<file path="src/design/qslerp_sqrt_cell.sv">
// One digit step of the pipelined integer square root.
`timescale 1ns / 1ps

module qslerp_sqrt_cell (
    input  logic        aclk,
    input  logic        en,
    input  logic [32:0] rem_in,
    input  logic [30:0] root_in,
    input  logic [61:0] rad_in,
    output logic [32:0] rem_out,
    output logic [30:0] root_out,
    output logic [61:0] rad_out
);
    logic [32:0] rem_reg, rem_next;
    logic [30:0] root_reg, root_next;
    logic [61:0] rad_reg;
    logic [34:0] cat;
    logic [34:0] trial;

    // Bring down two radicand bits and try the next root bit.
    always_comb begin
        cat   = {rem_in, rad_in[61:60]};
        trial = {2'b00, root_in, 2'b01};
        if (cat >= trial) begin
            rem_next  = 33'(cat - trial);
            root_next = {root_in[29:0], 1'b1};
        end else begin
            rem_next  = cat[32:0];
            root_next = {root_in[29:0], 1'b0};
        end
    end

    always_ff @(posedge aclk) begin
        if (en) begin
            rem_reg  <= rem_next;
            root_reg <= root_next;
            rad_reg  <= {rad_in[59:0], 2'b00};
        end
    end

    assign rem_out  = rem_reg;
    assign root_out = root_reg;
    assign rad_out  = rad_reg;

endmodule

</file>
<file path="config.mk">
export PLATFORM = sky130hd
export DESIGN_NAME = qslerp_sqrt_cell
export DESIGN_NICKNAME = d
export VERILOG_FILES = /design/src/design/qslerp_sqrt_cell.sv
export SDC_FILE = /design/constraint.sdc
export NUM_CORES = 1
export LEC_CHECK = 0
export ABC_CLOCK_PERIOD_IN_PS = 2800
export BUFFER_PORTS_ARGS = -buffer_cell sky130_fd_sc_hd__buf_2
export CORE_ASPECT_RATIO = 1.1
export CORE_UTILIZATION = 45
export DETAILED_ROUTE_END_ITERATION = 8
export GPL_TIMING_DRIVEN = 0
export PLACE_DENSITY = 0.89
export SLEW_MARGIN = 20
export SYNTH_ARGS = -nofsm -noshare
export SYNTH_HDL_FRONTEND = slang
export SYNTH_SLANG_ARGS = --single-unit
</file>
<file path="constraint.sdc">
create_clock -name aclk -period 2.8 [get_ports aclk]
set_clock_uncertainty 0.15 [all_clocks]
set_input_delay 0.28 -clock aclk [delete_from_list [all_inputs] [get_ports aclk]]
set_output_delay 0.28 -clock aclk [all_outputs]
set_load 0.1 [all_outputs]
</file>
After elaboration in Yosys (flattened, before gate mapping)
Cells that the tools add are included.
{ "word_totals": {"wordCells": 7, "regBits": 124} }
{ "op_classes": {"n_mux": 2, "addsub": 1, "magnitude_cmp": 1} }
{ "op_table": {"columns": ["operator", "n"], "rows": [
  ["35-bit by 33-bit >= comparator with 1-bit output", 1],
  ["33-bit two-way mux", 1],
  ["33-bit subtractor", 1],
  ["1-bit two-way mux", 1]
]} }

Longest topological paths before layout
{ "depth": {"depth_word": 2, "mapped_depth": 14, "depth_no_buf": 10} }

Least setup slack after synthesis
Ideal clock, no wire load.
{ "synth_timing": {"kind": "input to register", "from": "input port root_in[30]", "to": "register rem_reg[10], in the netlist rem_out[10], data pin", "t_required_ns": 2.390, "n_path_buf": 3, "setup_slack_ns": -0.051, "t_arrival_ns": 2.441, "setup_time_ns": 0.260, "path_stages": 12, "cell_sequence": "inv_1 -> ha_1 -> nor3b_2 -> nand4_1 -> or4_1 -> o21a_1 -> buf_6 -> o21a_4 -> buf_12 -> inv_12 -> buf_12 -> mux2_4"} }
{ "synth_via": {"elab_chain_cells": 2} }
{ "synth_lines": {"columns": ["item", "line_no", "source"], "rows": [
  ["from (decl)", "8", "input logic [30:0] root_in,"],
  ["35-bit by 33-bit >= comparator with 1-bit output", "24", "if (cat >= trial) begin"],
  ["33-bit two-way mux", "24", null],
  ["named net rem_next[10]", "14", "logic [32:0] rem_reg, rem_next;"],
  ["to (signal assigned)", "35", "rem_reg <= rem_next;"],
  ["to (decl)", "14", null]
]} }
The timed path passes the listed nets, and every way through them passes these cells.
A chain may end at the register's enable or synchronous reset.

Worst setup path in the final report
{ "layout_timing": {"from": "input port root_in[8]", "to": "register rem_reg[29], in the netlist rem_out[29], data pin"} }
{ "layout_via": {"elab_chain_cells": 2} }
{ "layout_lines": {"columns": ["item", "line_no"], "rows": [
  ["33-bit subtractor / 35-bit by 33-bit >= comparator with 1-bit output (equally long branches)", "25, 24"],
  ["33-bit two-way mux (*)", "24"],
  ["named net rem_next[29]", "14"]
]} }
Mark *: on every way through the listed nets, which the timed path passes. The rest lies on a longest branch.

==> flow_summary.toml <==
[detailed_routing]
drt-vias-per-instance = 5.23
vias = 5665
drt_iter0_drc = 404
drt_wl_total_mm = 19.5
drc = 0
ant_nets = 0
routedWlPerCell_um = 18.0
drtPass1Iterations = 5

[placed_design]
dp_hpwl_mm = 13.0
portBuffers = 251
gp_routability_congestion = 0.906
dp_slack_ns = -0.532
dp_cells = 954

[synthesis]
avgSynthCellArea_um2 = 12.7
synth_edf_count = 124
synth-compound-area-share = 0.136
syn-cell-area_um2 = 6490
yosys.area.top_type_share = 0.574
netlist_top_cells_area = "edfxtp_1 (57%), ha_1 (6.4%), mux2_4 (4.2%)"
synthMuxAreaShare = 0.0582
synth-simple-area-share = 0.0837
yosysWarnings = 0
yosysTopAreaCell = "edfxtp_1"
synthAdderAreaFrac = 0.0636
synthCells = 513
synth_top_family_by_area = "compound AO/OA/AOI/OAI gates"
ys_seq_elements = 124
synth_ff_type = "edfxtp_1"
async_reset_ff_frac = 0
synth_cell_type_count = 60
yosys.area_share.xor_xnor = 0.0324
seq_area_frac_synth = 0.574

[sta]
fmax_ghz = 0.367
hold_viol = 0
finalMaxSlewViolations = 0
tightest_slew_ns = 0.530
slew_headroom = 0.643
setup_ws_ns = 0.0774
tns_ns = 0
setup_violations = 0
min_period_ns = 2.72
finalCritPeriodShare = 0.972

[die]
start_util = 0.465
rows = 45
die_area_um2 = 14900
io_pins = 254
die_h_um = 128
core_area_um2 = 14000
die_w_um = 117

[critical_path]
criticalPathCategory = "in -> reg"
cp_cell_sequence = "buf_2, inv_1, ha_1, buf_4, nand4_1, or4_4, o21a_1, buf_6, o21a_4, buf_12, inv_12, buf_12, mux2_4"
cp-end-kind = "flip-flop"
slowest_stage = "or4_4"
critPathArrivalTime_ns = 2.74
cp.required_ns = 2.82
crit_path_max_incr_delay_ns = 0.55
cp_max_fo = 10
start_kind = "input pin"
cpMostUsedCell = "buf_12"

[cells_and_area]
layout-drive-gt1-share = 0.392
final_common_cell = "buf_2"
stdcell_count = 1083
final_cell_mix = "buf_2 (252), edfxtp_1 (124), dlygate4sd3_1 (90)"
syn2layout_area_growth_pct = 49.4
final_nets = 1041

[global_route]
track_usage = 0.260
grt_max_degree = 87
overflow = 0
grt_pass1_vias = 5538
antenna_found_initial = 1
grt_pass1_wl_mm = 28.3

[power_and_ir_drop]
vdd_ir_drop_max_mv = 0.292
finalPower_mw = 7.21
p_leak_nw = 4.22
power_density_nw_per_um2 = 743

[clock_tree]
clockBufferDepth = 2
cts.clk_slew.worst_paths_ns = 0.06
numCtsBuffers = 17
htreeDepth = 4
clock_sinks = 124
tritoncts = "yes"
cts_root_buf = "clkbuf_16"

[min_path]
hold_path.class = "in -> reg"

[run_status]
status = "completed"

[run]
max_cap_violations = 0
cell families after synthesis:
| family | count (synthesis) |
|---|---|
| buffers and inverters | 65 |
| other | 1 |
| AND/OR/NAND/NOR | 111 |
| multiplexers | 28 |
| flip-flops | 124 |
| adder cells (fa/ha/maj) | 33 |
| XOR/XNOR | 24 |
| AO/OA/AOI/OAI | 127 |
flip-flops by register name (all words and copies together) (netlist names):
register and count:
rem_out 33, rad_out 60, root_out 31
cell usage after synthesis, drive strengths merged, types with 6 or more instances:
library cell and n:
nor2 27, a21oi 41, nor3 11, nand3 12
ha 33, xnor2 22, o31ai 6, buf 12
nand4 7, o21ai 23, mux2 24, o21a 8
edfxtp 124, nand2b 6, o211ai 11, nand2 30
inv 51
cell type report:
class | count | area (um^2)
Clock buffer | 18 | 429
Timing Repair Buffer | 347 | 2230
Inverter | 51 | 204
Fill cell | 987 | 4270
Buffer | 14 | 138
Multi-Input combinational cell | 325 | 2540
Clock inverter | 14 | 194
Sequential cell | 124 | 3720
Antenna cell | 2 | 5.00
Tap cell | 188 | 235
stage by stage:
stage / hold slack [ns] / cell area (um^2) / utilization
floorplan: 0.229 / 6550 / -
global placement: 0.307 / 8040 / 0.576
detailed placement: 0.308 / 8080 / 0.578
CTS: 0.0110 / 9610 / 0.688
global route: 0.0192 / 9690 / 0.694
finish: 0.0279 / 9700 / 0.694
where the power goes:
group	total, mW	internal (mW)	switching [mW]
registers	2.33	2.27	0.0528
logic	2.53	0.613	1.92
clock network	2.35	1.49	0.856
total	7.21	4.38	2.83
what timing repair did:
action / CTS / global route
setup endpoints to repair: 18 / 25
gates resized for setup: 0 / 12
pin swaps: 1 / 6
hold endpoints to repair: 90 / 0
buffers inserted: 1 / 4
hold buffers: 90 / 0
final timing paths:
path                  startpoint          end  slack, ns  cells after the start
worst min-delay path  rem_in[10]  rem_out[12]       0.03                      2
worst max-delay path  root_in[8]  rem_out[29]       0.08                     13
per-layer routing:
metal  up-vias  GRT usage  share of wire
li1       2674          -              -
met5         -          0              0
met4         0      0.124          0.039
met3        56     0.0662          0.062
met2       274      0.480           0.53
met1      2661      0.270           0.37
critical path: cells and delay by family:
| family | cells | cell delay [ns] |
|---|---|---|
| buf+inv | 7 | 0.83 |
| compound gates | 2 | 0.32 |
| mux | 1 | 0.31 |
| fa+ha+maj | 1 | 0.26 |
| simple gates | 2 | 0.72 |
No activity file was read; power rests on OpenSTA's default activity.
