### config.mk
export PLATFORM = sky130hd
export DESIGN_NAME = qslerp_div_cell
export DESIGN_NICKNAME = d
export VERILOG_FILES = /design/src/design/qslerp_div_cell.sv
export SDC_FILE = /design/constraint.sdc
export NUM_CORES = 1
export LEC_CHECK = 0
export BUFFER_PORTS_ARGS = -buffer_cell sky130_fd_sc_hd__buf_2
export CAP_MARGIN = 20
export CORE_ASPECT_RATIO = 0.9
export CORE_MARGIN = 5
export CORE_UTILIZATION = 55
export DETAILED_ROUTE_END_ITERATION = 12
export PLACE_DENSITY = 0.9
export SLEW_MARGIN = 0
export SYNTH_ARGS = -nofsm -noshare
export SYNTH_HDL_FRONTEND = slang
export SYNTH_SLANG_ARGS = --single-unit
### constraint.sdc
create_clock -name aclk -period 8 [get_ports aclk]
set_input_delay 0.4 -clock aclk [delete_from_list [all_inputs] [get_ports aclk]]
set_output_delay 0.4 -clock aclk [all_outputs]
set_load 0.01 [all_outputs]
### src/design/qslerp_div_cell.sv
// One quotient bit of the pipelined restoring divider.
`timescale 1ns / 1ps

module qslerp_div_cell (
    input  logic        aclk,
    input  logic        en,
    input  logic [3:0]  idx,
    input  logic [30:0] den,
    input  logic [47:0] rem_in,
    input  logic [15:0] quo_in,
    output logic [47:0] rem_out,
    output logic [15:0] quo_out
);
    logic [47:0] rem_reg, rem_next, den_sh;
    logic [15:0] quo_reg, quo_next;

    // Subtract the shifted divisor when it fits.
    always_comb begin
        den_sh = {17'd0, den} << idx;
        if (rem_in >= den_sh) begin
            rem_next = rem_in - den_sh;
            quo_next = quo_in | (16'd1 << idx);
        end else begin
            rem_next = rem_in;
            quo_next = quo_in;
        end
    end

    always_ff @(posedge aclk) begin
        if (en) begin
            rem_reg <= rem_next;
            quo_reg <= quo_next;
        end
    end

    assign rem_out = rem_reg;
    assign quo_out = quo_reg;

endmodule

-- Yosys cells after proc, flatten, opt, wreduce, memory -nomap -nowiden
Cells that the tools add are included.
- bits in registers: 64
- bits of input ports: 101
- output and inout bits: 64
- logic and storage cells: 9
- $add $sub $neg: 1
- $lt $le $gt $ge: 1
- shift operators: 2
- muxes and demuxes: 2
- bitwise operators: 1
- operators by type and width (kind ; number):
    greater-or-equal comparator 48 bit ; 1
    two-way mux 48 bit ; 1
    << shifter 31 x 4 -> 48 bit ; 1
    subtractor 48 bit ; 1
    two-way mux 16 bit ; 1
    OR 16 bit ; 1
    << shifter 1 x 4 -> 16 bit, first input constant ; 1

-- Depth between registers and ports, before layout
- word-level depth: 3
- gate-level depth with buffers: 21

-- Worst setup path before layout
No wires, ideal clock.
- path kind: input port to flip-flop
- start: input port idx[0]
- end: register rem_reg[35], in the netlist rem_out[35] (data pin)
- setup time: 0.271 ns
- arrival: 4.034 ns
- data required time: 7.729 ns
- setup slack: 3.695 ns
- stages: 17
- path buffers: 5
- cell sequence: clkbuf_1 buf_2 inv_1 clkbuf_1 mux2i_1 mux2i_1 mux2_2 ha_1 buf_4 nand4_4 or3_1 a211oi_1 o311a_2 o21ai_2 buf_2 a2111oi_0 nor3b_1
- longest elaborated chain between the ends: 3
- elaborated cells on any way between the ends: 4
- classes of those cells: add/sub (1); order compare (1); shift (1); mux (1)
- RTL lines (what ; RTL line ; RTL):
    from (decl) ; 7 ; input logic [3:0] idx,
    << shifter 31 x 4 -> 48 bit * ; 19 ; den_sh = {17'd0, den} << idx;
    subtractor 48 bit / greater-or-equal comparator 48 bit (equally long branches) ; 21, 20 ;
    two-way mux 48 bit * ; 20 ; if (rem_in >= den_sh) begin
    named net rem_next[35] ; 14 ; logic [47:0] rem_reg, rem_next, den_sh;
    to (signal assigned) ; 31 ; rem_reg <= rem_next;
    to (decl) ; 14 ;
The timed path passes the listed nets; every way through them passes the cells marked *.
A chain may end at the register's enable or synchronous reset.

-- Worst setup path in the final report
- start: input port idx[2]
- end: register rem_reg[4], in the netlist rem_out[4] (data pin)
The elaborated chain is that of the path after synthesis.

==> insert_results.sql <==
INSERT INTO impl_metrics (metric_group, metric, value, unit) VALUES
('clock_network', 'post-cts-setup-buffer-count', '0', ''),
('placed_design', 'post-place-ws', '2.34', 'ns'),
('yosys', 'ys_dominant_reg_cell', 'edfxtp_1', ''),
('yosys', 'synth.cell_area', '0.00714', 'mm2'),
('setup_path', 'timing.critical_path.slowest_cell_delay', '0.82', 'ns'),
('job', 'timing.max_cap.violations', '0', ''),
('sta', 'timing.final.crit_period', '5.43', 'ns'),
('yosys', 'synth_warnings', '0', ''),
('setup_path', 'critical_path_startpoint_category', 'input pin', ''),
('sta', 'max_freq', '184', 'MHz'),
('setup_path', 'cp.depth', '13', ''),
('yosys', 'synth_simple_gate_area_share', '19.1', '%'),
('placed_design', 'dp.final_hpwl', '17500', 'um'),
('drt', 'detailed_router_s_first_iteration_violation_count', '871', ''),
('die', 'fp.dieArea', '0.0154', 'mm2'),
('setup_path', 'cp.required', '8.06', 'ns'),
('clock_network', 'h-tree-depth', '3', ''),
('setup_path', 'worstSetupPathType', 'in -> reg', ''),
('clock_network', 'clock_tree.root_cell', 'clkbuf_16', ''),
('clock_network', 'holdBufCountCts', '0', ''),
('setup_path', 'critPathTopFamily', 'compound AO/OA/AOI/OAI gates', ''),
('yosys', 'synth_compound_gate_area_share', '26.0', '%'),
('grt', 'gr-usage-all-layers', '28.2', '%'),
('drt', 'average_wire_per_cell_in_the_routed_design', '19.3', 'um'),
('clock_network', 'clock-sinks', '64', ''),
('yosys', 'ys_seq_area_share', '26.9', '%'),
('sta', 'totalNegativeSetupSlack', '0', 'ns'),
('yosys', 'synthXorXnorAreaFrac', '4.05', '%'),
('die', 'floorplan.die.width', '130', 'um'),
('power_and_ir_drop', 'power.share.combinational', '44.6', '%'),
('yosys', 'synth.largest_area_cell', 'edfxtp_1', ''),
('clock_network', 'cts.reportedPaths.clkPinSlew', '0.06', 'ns'),
('sta', 'rel_slew_slack', '37.5', '%'),
('setup_path', 'cp_max_fo', '60', ''),
('setup_path', 'worstSetupStartpoint', 'idx[2]', ''),
('yosys', 'number_of_enable_type_register_cells_in_the_synthesized_netlist', '64', ''),
('sta', 'finalHoldViolations', '0', ''),
('clock_network', 'tritoncts', 'done', ''),
('die', 'floorplan.rows', '39', ''),
('yosys', 'synthMuxAreaShare', '10.5', '%'),
('sta', 'post-route-worst-setup-slack', '2.57', 'ns'),
('power_and_ir_drop', 'power.leakage', '0.00353', 'uW'),
('power_and_ir_drop', 'power.net_switching', '592', 'uW'),
('layout', 'antenna_cells_inserted', '0', ''),
('yosys', 'synth.area.top_cells', 'edfxtp_1 27%, ha_1 8.2%, nand2_1 6.9%, o21ai_0 6.1%, a21oi_1 4.4%', ''),
('sta', 'rsz0062_at_grt', 'false', ''),
('yosys', 'asyncSetResetFlopFracSynth', '0', '%'),
('clock_network', 'clock_tree.buffer_depth', '2', ''),
('drt', 'drtPass1Iterations', '5', ''),
('placed_design', 'place_congestion', '1.01', ''),
('sta', 'tightestPinTransition', '0.937', 'ns'),
('outcome', 'run_status', 'finished clean', ''),
('drt', 'dr_vias_cell', '6.42', ''),
('yosys', 'synth_top_area_share', '26.9', '%'),
('yosys', 'ys_seq_elements', '64', ''),
('die', 'fp.coreArea', '0.0127', 'mm2'),
('grt', 'grt_pass1_vias', '6660', ''),
('yosys', 'dominant_combinational_cell_family_by_area_after_synthesis', 'compound AO/OA/AOI/OAI gates', ''),
('sta', 'final_max_slew_viol_count', '0', ''),
('yosys', 'synth_fp_nets', '1003', ''),
('yosys', 'synthesis.instances', '854', ''),
('yosys', 'post_synth_fa_ha_maj_area_fraction', '8.51', '%'),
('power_and_ir_drop', 'p_per_area', '189', 'mW/mm2'),
('clock_network', 'tritoncts.num_buffers', '9', ''),
('layout', 'n_fill_cell', '1099', ''),
('setup_path', 'cp.arrival', '5.49', 'ns'),
('drt', 'number_of_drc_violations_after_detailed_routing', '0', ''),
('sta', 'layout_worst_path_cycle_share', '67.9', '%'),
('setup_path', 'cp_slowest_cell', 'clkinv_1', ''),
('power_and_ir_drop', 'p_sw_share', '38.1', '%'),
('grt', 'first_pass_grt_wire_length', '34900', 'um');
[metrics by stage]
step	hold WS [ns]	total power, uW	util [%]	instances	cell area [um2]
2_1_floorplan	0.512	947	-	854	7140
3_3_place_gp	0.648	1140	62.3	1131	7940
3_5_place_dp	0.652	1150	62.3	1131	7940
4_1_cts	0.294	1540	64.6	1147	8220
5_1_grt	0.297	1640	64.6	1147	8220
6_report	0.297	1550	64.6	1147	8220
[cell usage in the layout (no fill, tap or decap), types with 18 or more instances in the layout]
master    Yosys  final
buf_2        12    164
nor3_1       18     18
inv_1        22     22
a21o_1       31     31
mux2i_1      30     30
nand2_1     131    131
edfxtp_1     64     64
nor2_1       56     56
o21ai_0      87     87
ha_1         47     47
nand3_1      18     18
a21oi_1      63     63
[how the worst min path moves through the flow]
stage                       endpoint  cells after the start
final                     quo_out[4]                      2
after global routing      quo_out[2]                      2
after CTS                 quo_out[2]                      2
after detailed placement  quo_out[2]                      2
after global placement    quo_out[3]                      2
after floorplan           quo_out[0]                      0
[Yosys cell counts (all sizes together) (6+ instances only)]
| master | instances |
|---|---|
| nand2 | 131 |
| a31o | 8 |
| nor2b | 6 |
| nand2b | 6 |
| mux2 | 12 |
| nor3 | 21 |
| nand3 | 18 |
| xnor2 | 16 |
| and3 | 8 |
| inv | 22 |
| edfxtp | 64 |
| nand4 | 17 |
| a221oi | 7 |
| o31ai | 9 |
| buf | 29 |
| and2 | 7 |
| nor2 | 56 |
| mux2i | 30 |
| o211ai | 11 |
| o21ai | 92 |
| a211oi | 12 |
| clkbuf | 24 |
| a31oi | 8 |
| a21oi | 65 |
| ha | 47 |
| a21o | 31 |
| xor2 | 17 |
| mux4 | 14 |
| o21bai | 7 |
[power groups by stage]
stage,sequential [uW],clock (uW),combinational [uW]
after floorplan,508,0,439
after global placement,472,0,665
after detailed placement,475,0,674
after CTS,469,394,678
after global routing,474,410,755
final,468,391,693
[registers in the layout (all words and copies together), names as in the netlist]
register,count
quo_out,16
rem_out,48
[layout make-up]
cell class                      count  area (um2)  area share, %
Multi-Input combinational cell    713        4880           59.4
Sequential cell                    64        1920           23.4
Timing Repair Buffer              166         836           10.2
Clock buffer                       10         229           2.78
Tap cell                          164         205           2.50
Inverter                           24        90.1           1.10
Clock inverter                      6        60.1          0.730
[routing by layer]
metal,routed length [um],vias up,track usage (%)
met1,9640,3389,41.7
met4,542,0,9.48
met2,9470,454,40.5
met5,0,-,0
met3,2490,42,6.08
li1,-,3475,-
[cell families after synthesis]
| logic type | Yosys count |
|---|---|
| adder cells (fa/ha/maj) | 48 |
| flip-flops | 64 |
| XOR/XNOR | 33 |
| AO/OA/AOI/OAI | 283 |
| buffers and inverters | 77 |
| multiplexers | 56 |
| AND/OR/NAND/NOR | 293 |
(Power assumes the default switching activity.)
